## config.mk

```make
export PLATFORM = sky130hd
export DESIGN_NAME = lara_ram
export DESIGN_NICKNAME = d
export VERILOG_FILES = /design/src/hw/rtl/lara_ram.sv
export SDC_FILE = /design/constraint.sdc
export NUM_CORES = 1
export LEC_CHECK = 0
export ABC_AREA = 1
export BUFFER_PORTS_ARGS = -buffer_cell sky130_fd_sc_hd__buf_2
export CAP_MARGIN = 20
export CORE_ASPECT_RATIO = 0.7
export CORE_UTILIZATION = 50
export CTS_CLUSTER_DIAMETER = 150
export DETAILED_ROUTE_END_ITERATION = 16
export PLACE_DENSITY = 0.71
export SLEW_MARGIN = 10
export SYNTH_ARGS = -nofsm -noshare
export SYNTH_HDL_FRONTEND = slang
export SYNTH_SLANG_ARGS = --single-unit
```

## constraint.sdc

```tcl
create_clock -name clk -period 1.2 [get_ports clk]
set_input_delay 0 -clock clk [delete_from_list [all_inputs] [get_ports clk]]
set_output_delay 0 -clock clk [all_outputs]
set_load 0.01 [all_outputs]
```

## src/hw/rtl/lara_ram.sv

```systemverilog
// Generic simple dual-port RAM with registered read.
module lara_ram #(
    parameter int unsigned WIDTH = 8,
    parameter int unsigned DEPTH = 16
) (
    input  logic                                         clk,
    input  logic                                         we,
    input  logic [(DEPTH > 1 ? $clog2(DEPTH) : 1)-1:0]   waddr,
    input  logic [WIDTH-1:0]                             wdata,
    input  logic [(DEPTH > 1 ? $clog2(DEPTH) : 1)-1:0]   raddr,
    output logic [WIDTH-1:0]                             rdata
);

    logic [WIDTH-1:0] mem [DEPTH];

    always_ff @(posedge clk)
    begin
        if (we)
        begin
            mem[waddr] <= wdata;
        end
        rdata <= mem[raddr];
    end

endmodule

```

==> flow_summary.yaml <==
die:
  rows: 32
  initial_core_util: 0.518
  io_pins: 26
  die_h_um: 91.9
  die_area_um2: 12000
  die_x_um: 130
  core_um2: 11100
detailed_routing:
  routedWlPerCell_um: 17.2
  drt_iter0_markers: 542
  drcViolationCount: 0
  postRouteAntennaNets: 0
  drt-total-wl_um: 13100
  vias_per_cell: 5.11
  firstDrtPassIters: 5
  dr_total_vias: 3907
sta:
  finalCritPeriodShare: 0.912
  finalHoldViolations: 0
  slew_headroom: 0.742
  setup_tns_ns: 0
  rsz0062_at_grt: "false"
  fin_skew_ns: 0.00461
  finalSetupViolCount: 0
  drv_slew: 0
  clock.fmax_mhz: 914
  post-route-min-period_ns: 1.09
  worst_pin_slew_ns: 0.387
global_routing:
  track_usage: 0.243
  grt_pass1_wl_um: 20400
  grt_antenna_before_repair: 1
  grt_pass1_vias: 3694
  grt_max_degree: 65
  overflow: 0
power_and_ir_drop:
  p_comb_frac: 0.064
  power_frac_seq: 0.499
  p_sw_mw: 2.28
  p_per_area_nw_per_um2: 1600
  p_clk_frac: 0.436
  switching_share: 0.213
  peakVddDrop_mv: 1.02
  intPower_mw: 8.43
  leakagePower_nw: 2.93
  p_total_mw: 10.7
clocking:
  clock_sinks: 136
  cts.clk_slew.worst_paths_ns: 0.05
  cts_root_buf: "clkbuf_16"
  htreeDepth: 4
  cts_inserted_buffers: 17
  cts_tree: "done"
  clk_path_buf_depth: 2
  clk-insertion-delay-late_ns: 0.41
final_layout:
  area_growth_pct: 16.2
  fillers: 935
  seqCellArea_um2: 4000
  drive_gt1_frac: 0.126
  nNetsFinal: 616
  layout_commonest_cell: "nand2_1"
  mostFrequentLayoutCells: "nand2_1, edfxtp_1, inv_1"
  multi_input_area_um2: 1220
  post-route-util: 0.602
  antenna_cells: 0
critical_path:
  cp-start-kind: "input pin"
  required_ns: 1.50
  cp_max_fo: 16
  crit_path_end_kind: "flop"
  criticalPathCategory: "input pin to flop"
  cp.arrival_ns: 1.39
logic_synthesis:
  synth_compound_area_frac: 0
  synth_top_family_by_area: "simple AND/OR/NAND/NOR gates"
  synth-seq-area-share: 0.694
  syn_area_per_cell_um2: 10.5
  synth_xor_area_frac: 0
  synthMuxAreaShare: 0
  synth_cell_type_count: 12
  synth_nets: 569
  synthAdderAreaFrac: 0
  syn_area_um2: 5770
  synthSimpleGateAreaFrac: 0.210
  yosys_register_bits: 136
  syn_inst: 551
  synth_warnings: 0
hold_path:
  worstHoldPathType: "input pin to flop"
outcome:
  status: "finished clean"
place:
  dpl.hpwl_um: 8190
  gp_congestion: 0.878
  numPortBuffers: 25
job:
  drv_cap: 0
[final cells by class]
| type | count | share of cell area |
|---|---|---|
| flip-flops and latches | 136 | 0.597 |
| multi-input cells | 289 | 0.182 |
| clock buffers | 29 | 0.0777 |
| inverters | 102 | 0.0571 |
| repair buffers | 52 | 0.0553 |
| well taps | 153 | 0.0286 |
| clock inverters | 3 | 0.00205 |
[registers in the layout, indices dropped and copies added, names as in the netlist]
signal / count
mem: 128
rdata: 8
[cell usage after synthesis]
cell,instances,area share
nand3_1,97,0.084
buf_6,6,0.012
buf_1,1,0.00065
edfxtp_1,128,0.67
nand3b_1,2,0.0026
buf_4,4,0.0052
inv_1,100,0.065
dfxtp_1,8,0.028
nor2_1,17,0.011
buf_2,13,0.011
nand2_1,173,0.11
inv_2,2,0.0013
[through the flow]
| step | cell area, um2 | hold WS [ns] | std cells | worst slack (ns) |
|---|---|---|---|---|
| final | 6700 | 0.0195 | 764 | 0.106 |
| after global routing | 6700 | 0.0196 | 764 | 0.0605 |
| after CTS | 6700 | 0.00576 | 764 | 0.0797 |
| after detailed placement | 6140 | 0.367 | 730 | 0.0934 |
| after global placement | 6140 | 0.363 | 730 | 0.116 |
| after floorplan | 5770 | 0.0989 | 551 | 0.249 |
[metal layers]
metal / share of wire / vias up / wire (um) / GRT usage
met2: 0.45 / 164 / 5970 / 0.353
met3: 0.078 / 20 / 1030 / 0.0735
met5: 0.00069 / - / 9 / 0
met1: 0.45 / 1848 / 5960 / 0.350
li1: - / 1873 / - / -
met4: 0.012 / 2 / 158 / 0.0718
[power by group through the flow]
stage | Clock [mW] | Sequential, mW | Combinational (mW)
3_3_place_gp | 0 | 5.44 | 0.664
2_1_floorplan | 0 | 5.45 | 0.375
4_1_cts | 4.75 | 5.35 | 0.688
5_1_grt | 4.97 | 5.35 | 0.767
6_report | 4.67 | 5.35 | 0.689
3_5_place_dp | 0 | 5.44 | 0.679
[cells by family after synthesis]
group,after synthesis
buffers and inverters,126
DFF,136
and+or+nand+nor,289
[critical path: stages]
cell	delay (ns)
dlygate4sd3_1	0.53
buf_2	0.19
inv_1	0.07
buf_4	0.23
nand3_1	0.11
nand3_1	0.17
nand2_1	0.08
[repair_timing]
action                     in CTS  in global routing
hold endpoints to repair        8                  0
setup endpoints to repair       0                  1
buffers inserted                0                  0
resized for setup               0                  1
hold buffers                    2                  0
[worst paths after layout]
| check | slack (ns) | startpoint | to | cells after the start |
|---|---|---|---|---|
| worst min-delay path | 0.02 | wdata[4] | mem[0][4] | 1 |
| worst max register to register | 0.14 | mem[5][4] | rdata[4] | 6 |
| worst min register to register | 0.65 | mem[10][6] | rdata[6] | 6 |
| worst max-delay path | 0.11 | raddr[2] | rdata[2] | 7 |
No activity file was read; power rests on OpenSTA's default activity.
