==> config.mk <==
export PLATFORM = sky130hd
export DESIGN_NAME = lara_admit
export DESIGN_NICKNAME = d
export VERILOG_FILES = /design/src/hw/rtl/lara_pkg.sv /design/src/hw/rtl/lara_admit.sv
export SDC_FILE = /design/constraint.sdc
export NUM_CORES = 2
export LEC_CHECK = 0
export ABC_AREA = 0
export ABC_CLOCK_PERIOD_IN_PS = 7600
export BUFFER_PORTS_ARGS = -buffer_cell sky130_fd_sc_hd__buf_4
export CAP_MARGIN = 0
export CORE_MARGIN = 2
export CORE_UTILIZATION = 60
export CTS_BUF_LIST = sky130_fd_sc_hd__clkbuf_2
export CTS_CLUSTER_DIAMETER = 80
export DETAILED_ROUTE_END_ITERATION = 12
export PLACE_DENSITY = 0.81
export SLEW_MARGIN = 5
export SYNTH_ARGS = -nofsm -noshare
export SYNTH_HDL_FRONTEND = slang
export SYNTH_SLANG_ARGS = --single-unit
==> constraint.sdc <==
create_clock -name clk -period 7.6 [get_ports clk]
set_input_delay 1.52 -clock clk [delete_from_list [all_inputs] [get_ports clk]]
set_output_delay 1.52 -clock clk [all_outputs]
set_load 0.005 [all_outputs]
==> src/hw/rtl/lara_pkg.sv <==
// Shared types, codes and constants of the request admission unit.
package lara_pkg;

    localparam int unsigned MODE_W   = 3;
    localparam int unsigned TAG_W    = 16;
    localparam int unsigned SLOT_W   = 4;
    localparam int unsigned CFG_IDX_W  = 3;
    localparam int unsigned CFG_DATA_W = 32;
    localparam int unsigned RES_W    = 6;

    localparam logic [RES_W-1:0] MAX_RESULTS = 6'd32;
    localparam logic [31:0] MIN_SEEN_RESET = 32'd1000000;
    localparam logic [31:0] USEC_PER_SEC   = 32'd1000000;

    localparam logic [MODE_W-1:0] MODE_REQUEST     = 3'd0;
    localparam logic [MODE_W-1:0] MODE_REPLY       = 3'd1;
    localparam logic [MODE_W-1:0] MODE_UNDELIVERED = 3'd2;
    localparam logic [MODE_W-1:0] MODE_DISCONNECT  = 3'd3;
    localparam logic [MODE_W-1:0] MODE_TICK        = 3'd4;

    localparam logic [2:0] ACT_ISSUE        = 3'd0;
    localparam logic [2:0] ACT_REPLY        = 3'd1;
    localparam logic [2:0] ACT_UNDELIVERED  = 3'd2;
    localparam logic [2:0] ACT_DISCONNECTED = 3'd3;
    localparam logic [2:0] ACT_DROPPED      = 3'd4;

    localparam logic [CFG_IDX_W-1:0] CFG_MIN_IN_FLY   = 3'd0;
    localparam logic [CFG_IDX_W-1:0] CFG_MAX_IN_FLY   = 3'd1;
    localparam logic [CFG_IDX_W-1:0] CFG_TARGET_RATE  = 3'd2;
    localparam logic [CFG_IDX_W-1:0] CFG_MIN_TRACKED  = 3'd3;
    localparam logic [CFG_IDX_W-1:0] CFG_LAT_FACTOR   = 3'd4;

    typedef struct packed {
        logic [MODE_W-1:0] mode;
        logic [TAG_W-1:0]  request_tag;
        logic [SLOT_W-1:0] slot;
        logic              track_delivery;
        logic              session_notify;
    } in_word_t;

    typedef struct packed {
        logic [2:0]        action;
        logic [TAG_W-1:0]  request_tag_res;
        logic [SLOT_W-1:0] slot_out;
        logic              last;
    } out_word_t;

    typedef struct packed {
        logic [4:0]  min_in_fly;
        logic [4:0]  max_in_fly;
        logic [23:0] target_rate;
        logic [31:0] min_tracked_latency;
        logic [15:0] latency_factor;
    } cfg_t;

    typedef enum logic [3:0] {
        ST_IDLE,
        ST_ADMIT,
        ST_RPL,
        ST_TRIM,
        ST_PUMP,
        ST_PWAIT,
        ST_DW_RD,
        ST_DW,
        ST_DP_RD,
        ST_DP,
        ST_CLEAR,
        ST_FIN
    } state_t;

endpackage

==> src/hw/rtl/lara_admit.sv <==
// Admission decision for the in-flight window: registered products, combinational compares.
module lara_admit #(
    parameter int unsigned WINDOW_DEPTH = 16
) (
    input  logic                                  clk,
    input  lara_pkg::cfg_t                        cfg,
    input  logic [31:0]                           min_seen,
    input  logic [31:0]                           now,
    input  logic [31:0]                           head_start,
    input  logic [$clog2(WINDOW_DEPTH + 1)-1:0]   win_count,
    output logic                                  admit
);

    import lara_pkg::*;

    localparam int unsigned WCNT_W = $clog2(WINDOW_DEPTH + 1);
    localparam int unsigned NW     = (WCNT_W > 5) ? WCNT_W : 5;

    logic [55:0] cap_prod_reg;
    logic [47:0] age_prod_reg;
    logic [55:0] cap_lim;
    logic [31:0] age;
    logic        full;
    logic        n_le_min;
    logic        n_ge_max;
    logic        cap_hit;
    logic        age_ok;

    always_ff @(posedge clk)
    begin
        cap_prod_reg <= 56'(min_seen) * 56'(cfg.target_rate);
        age_prod_reg <= 48'(min_seen) * 48'(cfg.latency_factor);
    end

    always_comb
    begin
        full     = win_count == WCNT_W'(WINDOW_DEPTH);
        n_le_min = NW'(win_count) <= NW'(cfg.min_in_fly);
        n_ge_max = NW'(win_count) >= NW'(cfg.max_in_fly);
        cap_lim  = (56'(win_count) + 56'd1) * 56'(USEC_PER_SEC);
        cap_hit  = (cfg.target_rate != 24'd0) && (cap_prod_reg >= 56'(USEC_PER_SEC))
                   && (cap_prod_reg < cap_lim);
        age      = now - head_start;
        age_ok   = (age <= cfg.min_tracked_latency) || ({8'd0, age, 8'd0} <= age_prod_reg);
        admit    = !full && (n_le_min || (!n_ge_max && !cap_hit && age_ok));
    end

endmodule

==> out/qor.yml <==
hold_viol_final: 0
fin_setup_tns_ns: -0.195
place_area_mm2: 0.0525
status: "finished, violations left"
drv_cap: 0
grt_max_degree: 34
period_share_pct: 103
via_per_inst: 5.53
drtIter0Drc: 2624
rsz0062_at_grt: "true"
antenna_found_initial: 16
worst_pin_slew_ns: 0.824
synth_top_area_share_pct: 46.1
route.detailed.drc: 0
rows: 102
cts_hold_buf: 0
crit_path_cell_trace: "buf_4 -> inv_1 -> ha_1 -> nor2b_1 -> o2111ai_1 -> a311oi_2 -> nor4_1 -> o311ai_2 -> nand2_1 -> o311a_1 -> o21bai_1 -> a21oi_1 -> xnor2_1 -> ha_1 -> nand4_1 -> nor4_4 -> nand2_2 -> nand3_4 -> a311oi_1 -> buf_4 -> a2111oi_4 -> o2bb2ai_2 -> buf_4"
drtAntennaViolNets: 0
hold_start: "cfg[0]"
synth_edf_count: 0
cts_buffers: 9
die_width_um: 284
layout-drive-gt1-share_pct: 13.7
final_common_cell: "inv_1"
min_to: "age_prod_reg[0]$_DFF_P_"
dp_hpwl_mm: 101
use_met2_pct: 51.9
setup_viol: 1
startpoint_type: "input port"
yosys_warnings: 0
synth_area_leader_cell: "fa_1"
synthArstFlopShare_pct: 0
cpMaxStageDelayCell: "o311ai_2"
hold_depth: 2
grt-busiest-layer: "met2"
largest_register_ffs: 50
globalplace.congestion: 0.913
hp-class: "in2reg"
synth_cell_type_count: 89
crit_buf_inv: 4
dp_slack_ns: -0.851
core_area_mm2: 0.0777
finalCriticalPeriod_ns: 7.79
ioPinCount: 185
root_buffer: "clkbuf_2"
arrival_ns: 6.27
nNetsFinal: 7515
synth_flop_cell: "dfxtp_1"
grt_pass1_vias: 41000
endpoint_kind: "output port"
initial_core_util_pct: 60.7
ys_seq_area_share_pct: 4.16
fp.dieH_um: 284
cts_tree: "yes"
wl_per_cell_um: 17.4
violations: "negative setup slack"
use_met3_pct: 5.54
grt_pass1_wl_mm: 200
area_growth_pct: 13.1
wirelength_mm: 119
crit_top_cell: "buf_4"
use_met1_pct: 39.1
ys_ff_latch: 98
cp_max_fo: 4
critPathKind: "in2out"
cts_sinks: 98
max-slew-margin-rel_pct: 44.3
grt_use_total_pct: 30.7
slowest_delay_ns: 0.43
drt_first_pass_iters: 6
netlist_instances: 5372
netlist_area_mm2: 0.0472
clk_path_buf_depth: 2
synth_area_leaders: "fa_1 46%, ha_1 12%, inv_1 9.6%"
layout_common_cells: "1208 x inv_1, 1082 x fa_1, 924 x nand2_1"
synth.net_count: 7099
maxSlewViolCount: 0
htree_levels: 3
max_freq_mhz: 128
cp_top_family: "compound AO/OA/AOI/OAI gates"
overflow: 0
via_count: 37900
synth_area_per_cell_um2: 8.78
dieArea_mm2: 0.0809
io_buffer_count: 184
crit_required_ns: 6.08
final_cell_area_mm2: 0.0534
clk_pin_slew_ns: 0.31
fin_ws_ns: -0.195
[area by class of cell]
type / count / area [µm²]
multi-input cells: 3797 / 40200
fillers: 5747 / 24300
repair buffers: 671 / 5170
inverters: 1211 / 4550
flip-flops and latches: 98 / 1960
well taps: 1040 / 1300
clock inverters: 6 / 66.3
clock buffers: 10 / 50.0
diodes: 11 / 27.5
[per-layer routing]
metal / up-vias / part of all wire [%]
li1: 16900 / -
met4: 10 / 4.4
met5: - / 0.056
met2: 1565 / 49
met1: 19100 / 38
met3: 360 / 8.2
[what timing repair did]
action / CTS / global route
resized for setup: 56 / 35
pin swaps: 36 / 24
setup endpoints to repair: 1 / 23
setup buffers: 19 / 5
[how the worst max path moves through the flow]
| stage | startpoint | end | slack [ns] | depth (start not counted) |
|---|---|---|---|---|
| 6_report | head_start[1] | admit | -0.19 | 23 |
| 5_1_grt | head_start[1] | admit | -0.40 | 23 |
| 4_1_cts | win_count[1] | admit | -0.14 | 27 |
| 2_1_floorplan | min_seen[5] | cap_prod_reg[52]$_DFF_P_ | -0.14 | 27 |
| 3_3_place_gp | cfg[50] | cap_prod_reg[49]$_DFF_P_ | -0.82 | 25 |
| 3_5_place_dp | cfg[51] | cap_prod_reg[49]$_DFF_P_ | -0.85 | 26 |
[cell usage after synthesis (19+ instances only)]
library cell  count
a21o_1           97
a21oi_1         131
and2_1          439
clkbuf_1        261
dfxtp_1          98
fa_1           1086
ha_1            457
inv_1          1211
nand2_1         926
nand3_1          32
nand4_1          32
nor2_1           91
nor2b_1          23
nor3_1           21
nor4_1           19
o21ai_0          68
o21bai_1         25
xnor2_1          88
xor2_1           47
[cell families after synthesis]
| group | synth area share [%] |
|---|---|
| other | 0.00795 |
| and+or+nand+nor | 16.4 |
| DFF | 4.16 |
| AOI/OAI and AO/OA | 6.92 |
| adders and majority gates | 58.2 |
| buffers and inverters | 11.8 |
| muxes | 0.0424 |
| xor gates and xnor gates | 2.54 |
[per-stage QoR]
stage | instances | util (%) | hold slack [ns]
finish | 6844 | 68.7 | 1.16
global route | 6840 | 68.7 | 1.15
CTS | 6828 | 68.3 | 1.08
detailed placement | 6793 | 67.6 | 2.02
global placement | 6793 | 67.6 | 2.00
floorplan | 5372 | - | 1.65
Power is not shown: default switching activity piles up to over one toggle a cycle in this logic, so the estimate is an artifact.
